**src/rtl/core/pipr_pkg.sv**
```systemverilog
// Shared types and codes of the point-in-polygon ray cast block.
`default_nettype none

package pipr_pkg;

    // Item kinds carried in the input tuser bit.
    localparam logic OP_LOAD  = 1'b0;
    localparam logic OP_QUERY = 1'b1;

    localparam int IDX_W   = 6;
    localparam int COUNT_W = 7;
    localparam int CROSS_W = 6;
    localparam logic [COUNT_W-1:0] COUNT_RESET = 7'd4;

    typedef enum logic [1:0] {
        ST_IDLE,
        ST_MAX,
        ST_EDGE,
        ST_DRAIN
    } t_state;

    // Controller to datapath commands.
    typedef struct packed {
        logic clear;        // start a query: capture point, reset maxima and count
        logic load_vertex;  // write the input vertex into the table
        logic rd_en;        // read one table entry
        logic rd_edge;      // the read belongs to the edge pass
        logic rd_first;     // the read is entry zero of the edge pass
        logic out_load;     // move the count into the output register
    } t_dp_cmd;

    // Datapath to controller status.
    typedef struct packed {
        logic busy;         // reads or edge tests still in flight
        logic out_free;     // output register can take a result this cycle
    } t_dp_sts;

endpackage

`default_nettype wire

```
**src/rtl/core/pipr_ctrl.sv**
```systemverilog
// Sequencer for loads and the two table sweeps of a query, and the vertex count register.
`default_nettype none

module pipr_ctrl
    import pipr_pkg::*;
#(
    parameter int MAX_VERTICES = 64
) (
    input  wire                            i_clk,
    input  wire                            i_rst_n,
    input  wire                            i_s_tvalid,
    output logic                           o_s_tready,
    input  wire                            i_operation,
    input  wire [IDX_W-1:0]                i_index,
    input  wire                            i_cfg_valid,
    input  wire [COUNT_W-1:0]              i_cfg_data,
    input  wire t_dp_sts                   i_sts,
    output t_dp_cmd                        o_cmd,
    output logic [$clog2(MAX_VERTICES)-1:0] o_rd_addr
);

    localparam int AW = $clog2(MAX_VERTICES);
    localparam int NW = $clog2(MAX_VERTICES + 1);

    t_state             r_state, n_state;
    logic [AW-1:0]      r_addr, n_addr;
    logic [COUNT_W-1:0] r_vertex_count;
    logic [NW-1:0]      w_n;
    logic               w_last, w_accept;

    always_ff @(posedge i_clk) begin
        if (!i_rst_n) begin
            r_vertex_count <= COUNT_RESET;
        end else if (i_cfg_valid) begin
            r_vertex_count <= i_cfg_data;
        end
    end

    // A count above the table depth acts as the depth.
    assign w_n      = (32'(r_vertex_count) > MAX_VERTICES) ? NW'(MAX_VERTICES)
                                                          : NW'(r_vertex_count);
    assign w_last   = (NW'(r_addr) == w_n - NW'(1));
    assign w_accept = i_s_tvalid && o_s_tready;

    always_ff @(posedge i_clk) begin
        if (!i_rst_n) begin
            r_state <= ST_IDLE;
            r_addr  <= '0;
        end else begin
            r_state <= n_state;
            r_addr  <= n_addr;
        end
    end

    always_comb begin
        n_state = r_state;
        n_addr  = r_addr;
        case (r_state)
            ST_IDLE: begin
                n_addr = '0;
                if (w_accept && i_operation == OP_QUERY) begin
                    n_state = (w_n == '0) ? ST_DRAIN : ST_MAX;
                end
            end
            ST_MAX: begin
                if (w_last) begin
                    n_addr  = '0;
                    n_state = ST_EDGE;
                end else begin
                    n_addr = r_addr + AW'(1);
                end
            end
            ST_EDGE: begin
                if (w_last) begin
                    n_addr  = '0;
                    n_state = ST_DRAIN;
                end else begin
                    n_addr = r_addr + AW'(1);
                end
            end
            ST_DRAIN: begin
                if (!i_sts.busy && i_sts.out_free) begin
                    n_state = ST_IDLE;
                end
            end
            default: begin
                n_state = ST_IDLE;
            end
        endcase
    end

    always_comb begin
        o_cmd      = '0;
        o_s_tready = 1'b0;
        o_rd_addr  = r_addr;
        case (r_state)
            ST_IDLE: begin
                o_s_tready        = 1'b1;
                o_cmd.clear       = w_accept && i_operation == OP_QUERY;
                o_cmd.load_vertex = w_accept && i_operation == OP_LOAD
                                    && (32'(i_index) < MAX_VERTICES);
            end
            ST_MAX: begin
                o_cmd.rd_en = 1'b1;
            end
            ST_EDGE: begin
                o_cmd.rd_en    = 1'b1;
                o_cmd.rd_edge  = 1'b1;
                o_cmd.rd_first = (r_addr == '0);
            end
            ST_DRAIN: begin
                o_cmd.out_load = !i_sts.busy && i_sts.out_free;
            end
            default: begin
                o_cmd = '0;
            end
        endcase
    end

    a_query_starts_sweep: assert property (@(posedge i_clk) disable iff (!i_rst_n)
        (w_accept && i_operation == OP_QUERY) |=> (r_state == ST_MAX || r_state == ST_DRAIN))
        else $error("query request did not start a sweep");

    a_result_after_drain: assert property (@(posedge i_clk) disable iff (!i_rst_n)
        o_cmd.out_load |-> (!i_sts.busy && i_sts.out_free))
        else $error("result written while edge tests in flight or output occupied");

    a_sweep_in_range: assert property (@(posedge i_clk) disable iff (!i_rst_n)
        (r_state == ST_MAX || r_state == ST_EDGE) |-> (NW'(r_addr) < w_n))
        else $error("sweep address beyond vertex count");

    a_edge_follows_max: assert property (@(posedge i_clk) disable iff (!i_rst_n)
        (r_state == ST_MAX && w_last) |=> (r_state == ST_EDGE && r_addr == '0))
        else $error("edge pass did not start at entry zero");

endmodule

`default_nettype wire
```
**config.mk**
```make
export PLATFORM = sky130hd
export DESIGN_NAME = pipr_ctrl
export DESIGN_NICKNAME = d
export VERILOG_FILES = /design/src/rtl/core/pipr_pkg.sv /design/src/rtl/core/pipr_ctrl.sv
export SDC_FILE = /design/constraint.sdc
export NUM_CORES = 1
export LEC_CHECK = 0
export BUFFER_PORTS_ARGS = -buffer_cell sky130_fd_sc_hd__clkbuf_2
export CORE_MARGIN = 2
export CORE_UTILIZATION = 50
export DETAILED_ROUTE_END_ITERATION = 10
export GPL_TIMING_DRIVEN = 0
export PLACE_DENSITY = 0.77
export SLEW_MARGIN = 10
export SYNTH_ARGS = -nofsm -noshare
export SYNTH_HDL_FRONTEND = slang
export SYNTH_SLANG_ARGS = --single-unit
```
**constraint.sdc**
```tcl
create_clock -name i_clk -period 4 [get_ports i_clk]
set_clock_uncertainty 0.15 [all_clocks]
set_input_delay 1 -clock i_clk [delete_from_list [all_inputs] [get_ports i_clk]]
set_output_delay 1 -clock i_clk [all_outputs]
set_load 0.05 [all_outputs]
```
==> flow_summary.yaml, run 1 <==
pwr:
  power_mw: 0.476
  cellLeakagePower_nw: 0.588
  power_density_nw_per_um2: 350
  peakVddDrop_mv: 0.205
yosys:
  synth_top_area_share_pct: 25.6
  synthSimpleGateAreaFrac_pct: 26.8
  synth_compound_area_share_pct: 21.3
  synth_xor_area_share_pct: 2.24
  ys_top_cells_by_area: "dfxtp_1 26%, ha_1 9.6%, mux2i_1 7.7%"
  synth_mux_area_share_pct: 7.68
  syn-num-nets: 171
  synth_top_family_by_area: "simple AND/OR/NAND/NOR gates"
  synth_area_leader_cell: "dfxtp_1"
  synthFlopType: "dfxtp_1"
  synth_seq_area_share_pct: 25.6
  synth_cells: 142
  synth_edf_count: 0
  async_reset_ff_share_pct: 0
  synth.distinct_cells: 42
  synth_warnings: 0
  synth_area_um2: 1170
  ys_ff_latch: 15
  syn_area_per_cell_um2: 8.26
  synthAdderAreaFrac_pct: 9.59
floorplanning:
  num_rows: 17
  core-area_um2: 2210
  start_util_pct: 53.1
  fp.dieW_um: 52.5
  ios: 33
  dieHeight_um: 52.5
  fp.dieArea_um2: 2750
critical_path:
  cp.arrival_ns: 2.88
  rr_worst_depth: 12
  r2r-end: "o_rd_addr[2]"
  r2r_slack_ns: 1.14
  critPathLaunchType: "flop"
  worstSetupPathType: "flop to flop"
  regToRegStartpoint: "r_vertex_count[6]"
  worstPathMaxFanout: 10
  critPathRequiredTime_ns: 4.03
  endpoint_kind: "flop"
min_path:
  hold_depth: 2
  min_from: "r_state[0]"
  min_to: "r_state[0]"
  hp-class: "flop to flop"
clock_tree:
  hold_buffers: 0
  cts_made_buffers: 3
  insertion_delay_ns: 0.28
  clock_path_buffers: 2
  cts_root_buf: "clkbuf_4"
  path_clk_slew_ns: 0.09
  cts_setup_buffers: 0
  htree_levels: 1
  cts.sinks: 15
  cts-resized-gates: 0
  cts_tree: "yes"
timing:
  fin_crit_ns: 2.86
  setup_viol_count_final: 0
  hold_violations: 0
  slew_headroom_pct: 69.5
  slew_viol_final: 0
  fin_crit_sh_pct: 71.4
  tightest_slew_ns: 0.457
  fmaxAchievable_ghz: 0.350
  rsz0062_at_grt: "false"
  fin_tns_setup_ns: 0
routing:
  firstDrtPassIters: 4
  wl_per_cell_um: 13.0
  via_per_inst: 5.53
  drcViolationCount: 0
  routed_wl_um: 2590
  drtAntennaViolNets: 0
  drtIter0Drc: 7
  vias: 1101
grt:
  gr-total-overflow: 0
  gr-usage-all-layers_pct: 20.8
  grt_pass1_vias: 1032
  grt_pass1_wl_um: 4220
  grt_start_max_net_pins: 11
  grt_antenna_before_repair: 0
place:
  dp_hpwl_um: 2030
  gp_congestion: 0.897
  numPortBuffers: 25
layout:
  diodes: 0
  drive_gt1_share_pct: 26.9
  final_nets: 201
  syn_to_final_growth_pct: 15.9
status:
  outcome: "finished clean"
flow_run:
  cap_violations: 0
[stage by stage]
stage	setup slack [ns]	area [um2]	util (%)	instances	hold slack (ns)
4_1_cts	1.17	1360	61.5	199	0.401
2_1_floorplan	0.659	1170	-	142	0.336
6_report	1.14	1360	61.5	199	0.402
5_1_grt	1.00	1360	61.5	199	0.417
3_5_place_dp	1.18	1330	60.3	195	0.383
3_3_place_gp	1.24	1330	60.3	195	0.370
[flip-flops by register name, indices dropped and copies added (netlist names)]
register / count
o_rd_addr: 6
r_state: 2
r_vertex_count: 7
[worst max-delay path, cell delays in order, from the launching register on]
cell and delay (ns):
dfxtp_1 0.32, clkbuf_8 0.15, inv_1 0.13, nand2_1 0.09, ha_1 0.20, buf_2 0.16
or2_0 0.23, a21o_2 0.23, a221oi_2 0.26, o211ai_2 0.14, o21ai_2 0.29, nor4b_1 0.10
o31a_1 0.28
[placed cells by master, fill, tap and decap left out, types with 5 or more instances in the layout]
cell      instances
nor2_1            5
ha_1              9
mux2i_1           9
clkbuf_1          6
inv_1             8
nor2b_1           8
dfxtp_1          15
nand2_1          19
clkbuf_2         25
[power breakdown]
| group | leakage [nW] | internal [mW] | switching [mW] | total (mW) |
|---|---|---|---|---|
| clock network | 0.0150 | 0.0387 | 0.0490 | 0.0877 |
| logic | 0.450 | 0.0696 | 0.136 | 0.206 |
| registers | 0.123 | 0.162 | 0.0206 | 0.182 |
| total | 0.588 | 0.270 | 0.206 | 0.476 |
[cells by family (layout without fill, tap and decap cells)]
family,count (synthesis),count (layout)
adder cells (fa/ha/maj),9,9
multiplexers,9,9
flip-flops,15,15
XOR/XNOR,3,3
AND/OR/NAND/NOR,58,58
AO/OA/AOI/OAI,31,31
buffers and inverters,17,46
[Yosys cell counts, types with 4 or more instances]
| library cell | n |
|---|---|
| nand2_1 | 19 |
| dfxtp_1 | 15 |
| ha_1 | 9 |
| mux2i_1 | 9 |
| inv_1 | 8 |
| nor2b_1 | 8 |
| clkbuf_1 | 5 |
| nor2_1 | 5 |
| a21o_2 | 4 |
| nor3_1 | 4 |
| o21ai_0 | 4 |
| or3_1 | 4 |
[cell type report]
class	count	area, um2
repair buffers	25	125
well taps	28	35.0
fillers	210	852
inverters	8	30.0
clock buffers	4	26.3
multi-input cells	110	793
plain buffers	9	50.0
flip-flops and latches	15	300
[layer usage]
metal / share of wire (%) / GRT usage, %
met2: 51 / 37.7
met4: 1.7 / 12.0
met5: 0 / 0
met3: 3.2 / 2.57
met1: 44 / 22.9
[worst max path at each step]
stage	start	endpoint	slack [ns]	cells after the start
final	r_vertex_count[6]	o_rd_addr[2]	1.14	12
after CTS	r_vertex_count[6]	o_rd_addr[2]	1.17	12
after global routing	r_vertex_count[6]	o_rd_addr[2]	1.00	12
after floorplan	i_sts[0]	o_cmd[0]	0.66	2
after global placement	r_vertex_count[6]	o_rd_addr[2]	1.24	12
after detailed placement	r_vertex_count[6]	o_rd_addr[2]	1.18	12
No activity file was read; power rests on OpenSTA's default activity.
==> run 2, diff against run 1 <==
Clock period 4 ns to 2.8 ns, I/O delays scaled along.
==> run 2 against run 1 <==
Effect of this change:
- setup slack worse by 0.97 ns
- combinational power up 49%
- sequential power up 43%
- hold slack worse by 0.014 ns
- non-clock buffer count unchanged
- routed wire length down 7.1%
- clock power up 41%
==> flow_summary.yaml, run 2 (synthesis gave the netlist of run 1 again) <==
status:
  outcome: "finished clean"
pwr:
  clockPowerShare_pct: 18.0
  power.share.switching_pct: 42.7
  switching_power_mw: 0.295
  power_density_nw_per_um2: 502
  power_frac_comb_pct: 44.4
  p_int_mw: 0.396
  peakVddDrop_mv: 0.382
  seqPwrFrac_pct: 37.6
  cellLeakagePower_nw: 0.595
place:
  gp_congestion: 0.808
  dp_hpwl_um: 1850
  numPortBuffers: 25
  postPlaceCellArea_um2: 1340
min_path:
  hold_depth: 2
  hp-class: "flop to flop"
  min_from: "r_state[0]"
  min_to: "r_state[0]"
critical_path:
  critPathLaunchType: "flop"
  critPathRequiredTime_ns: 2.83
  cp.arrival_ns: 2.66
  r2r-end: "o_rd_addr[2]"
  rr_worst_depth: 11
  endpoint_kind: "flop"
  worstPathMaxFanout: 10
  regToRegStartpoint: "r_vertex_count[6]"
  worstSetupPathType: "flop to flop"
  r2r_slack_ns: 0.18
grt:
  grt_pass1_wl_um: 4020
  grt_antenna_before_repair: 0
  gr-total-overflow: 0
  gr-usage-all-layers_pct: 19.3
  grt_pass1_vias: 919
  grt_start_max_net_pins: 11
floorplanning:
  fp.dieArea_um2: 2750
  fp.dieW_um: 52.5
  dieHeight_um: 52.5
  core-area_um2: 2210
  start_util_pct: 53.1
  num_rows: 17
  ios: 33
layout:
  largest_register_ffs: 7
  final_common_cell: "clkbuf_2"
  layout_common_cells: "25 x clkbuf_2, 19 x nand2_1, 15 x dfxtp_1, 9 x mux2i_1"
  drive_gt1_share_pct: 28.7
  final_nets: 201
  fin_util_pct: 62.3
  diodes: 0
  postLayoutCellArea_um2: 1380
  regMostFlops: "r_vertex_count"
  syn_to_final_growth_pct: 17.4
routing:
  via_per_inst: 5.50
  vias: 1094
  firstDrtPassIters: 4
  drtAntennaViolNets: 0
  drcViolationCount: 0
  wl_per_cell_um: 12.1
  routed_wl_um: 2400
  drtIter0Drc: 37
timing:
  fmaxAchievable_ghz: 0.381
  hold_violations: 0
  tightest_slew_ns: 0.468
  fin_tns_setup_ns: 0
  rsz0062_at_grt: "false"
  slew_viol_final: 0
  fin_crit_sh_pct: 93.7
  slew_headroom_pct: 68.8
  setup_viol_count_final: 0
  fin_crit_ns: 2.62
clock_tree:
  insertion_delay_ns: 0.28
  cts_made_buffers: 3
  path_clk_slew_ns: 0.09
  clock_path_buffers: 2
  htree_levels: 1
  hold_buffers: 0
  cts_tree: "yes"
  cts_root_buf: "clkbuf_4"
  cts.sinks: 15
flow_run:
  cap_violations: 0
run 2: worst max-delay path by stage:
stage | from | endpoint | slack [ns]
finish | r_vertex_count[6] | o_rd_addr[2] | 0.18
global route | r_vertex_count[6] | o_rd_addr[2] | 0.03
CTS | r_vertex_count[6] | o_rd_addr[2] | 0.01
detailed placement | r_vertex_count[6] | o_rd_addr[2] | -0.02
global placement | r_vertex_count[6] | o_rd_addr[2] | 0.04
floorplan | i_sts[0] | o_cmd[0] | 0.06
run 2: timing repair:
action                                  CTS  global route
gates cloned                              0             0
pin swaps                                 0             3
resized for setup                         1             3
endpoints found under the setup margin    1             6
buffers inserted                          0             1
run 2: metal layers:
layer  GRT usage [%]  routed length [um]
met4            6.41                  17
met1            25.7                1170
met2            31.7                1120
met3            2.86                 100
met5               0                   0
run 2: final cells by class:
class                      count  area (um2)
fill                         210         835
inverter                       8        30.0
sequential                    15         300
buffer                         8        45.0
clock buffer                   4        26.3
tap                           28        35.0
timing repair buffer          26         133
multi-input combinational    110         808
run 2: through the flow:
| stage | hold slack [ns] | total power, mW | worst slack [ns] | instances |
|---|---|---|---|---|
| after floorplan | 0.336 | 0.495 | 0.0589 | 142 |
| after global placement | 0.358 | 0.549 | 0.0359 | 195 |
| after detailed placement | 0.374 | 0.556 | -0.0197 | 195 |
| after CTS | 0.385 | 0.687 | 0.0107 | 199 |
| after global routing | 0.417 | 0.742 | 0.0288 | 199 |
| final | 0.388 | 0.691 | 0.176 | 199 |
run 2: power groups by stage:
stage	registers (mW)	logic [mW]	clock network [mW]
2_1_floorplan	0.275	0.220	0
3_3_place_gp	0.262	0.287	0
3_5_place_dp	0.264	0.293	0
4_1_cts	0.259	0.301	0.128
5_1_grt	0.263	0.338	0.142
6_report	0.260	0.307	0.124
run 2: critical path, stage by stage, from the launching register on:
cell and delay, ns:
dfxtp_1 0.31, clkbuf_8 0.15, inv_2 0.09, nand2_1 0.08, ha_2 0.26, or2_1 0.24
a21o_2 0.22, a221oi_2 0.24, o211ai_2 0.16, o21ai_4 0.25, nor4b_1 0.08, o31a_1 0.28
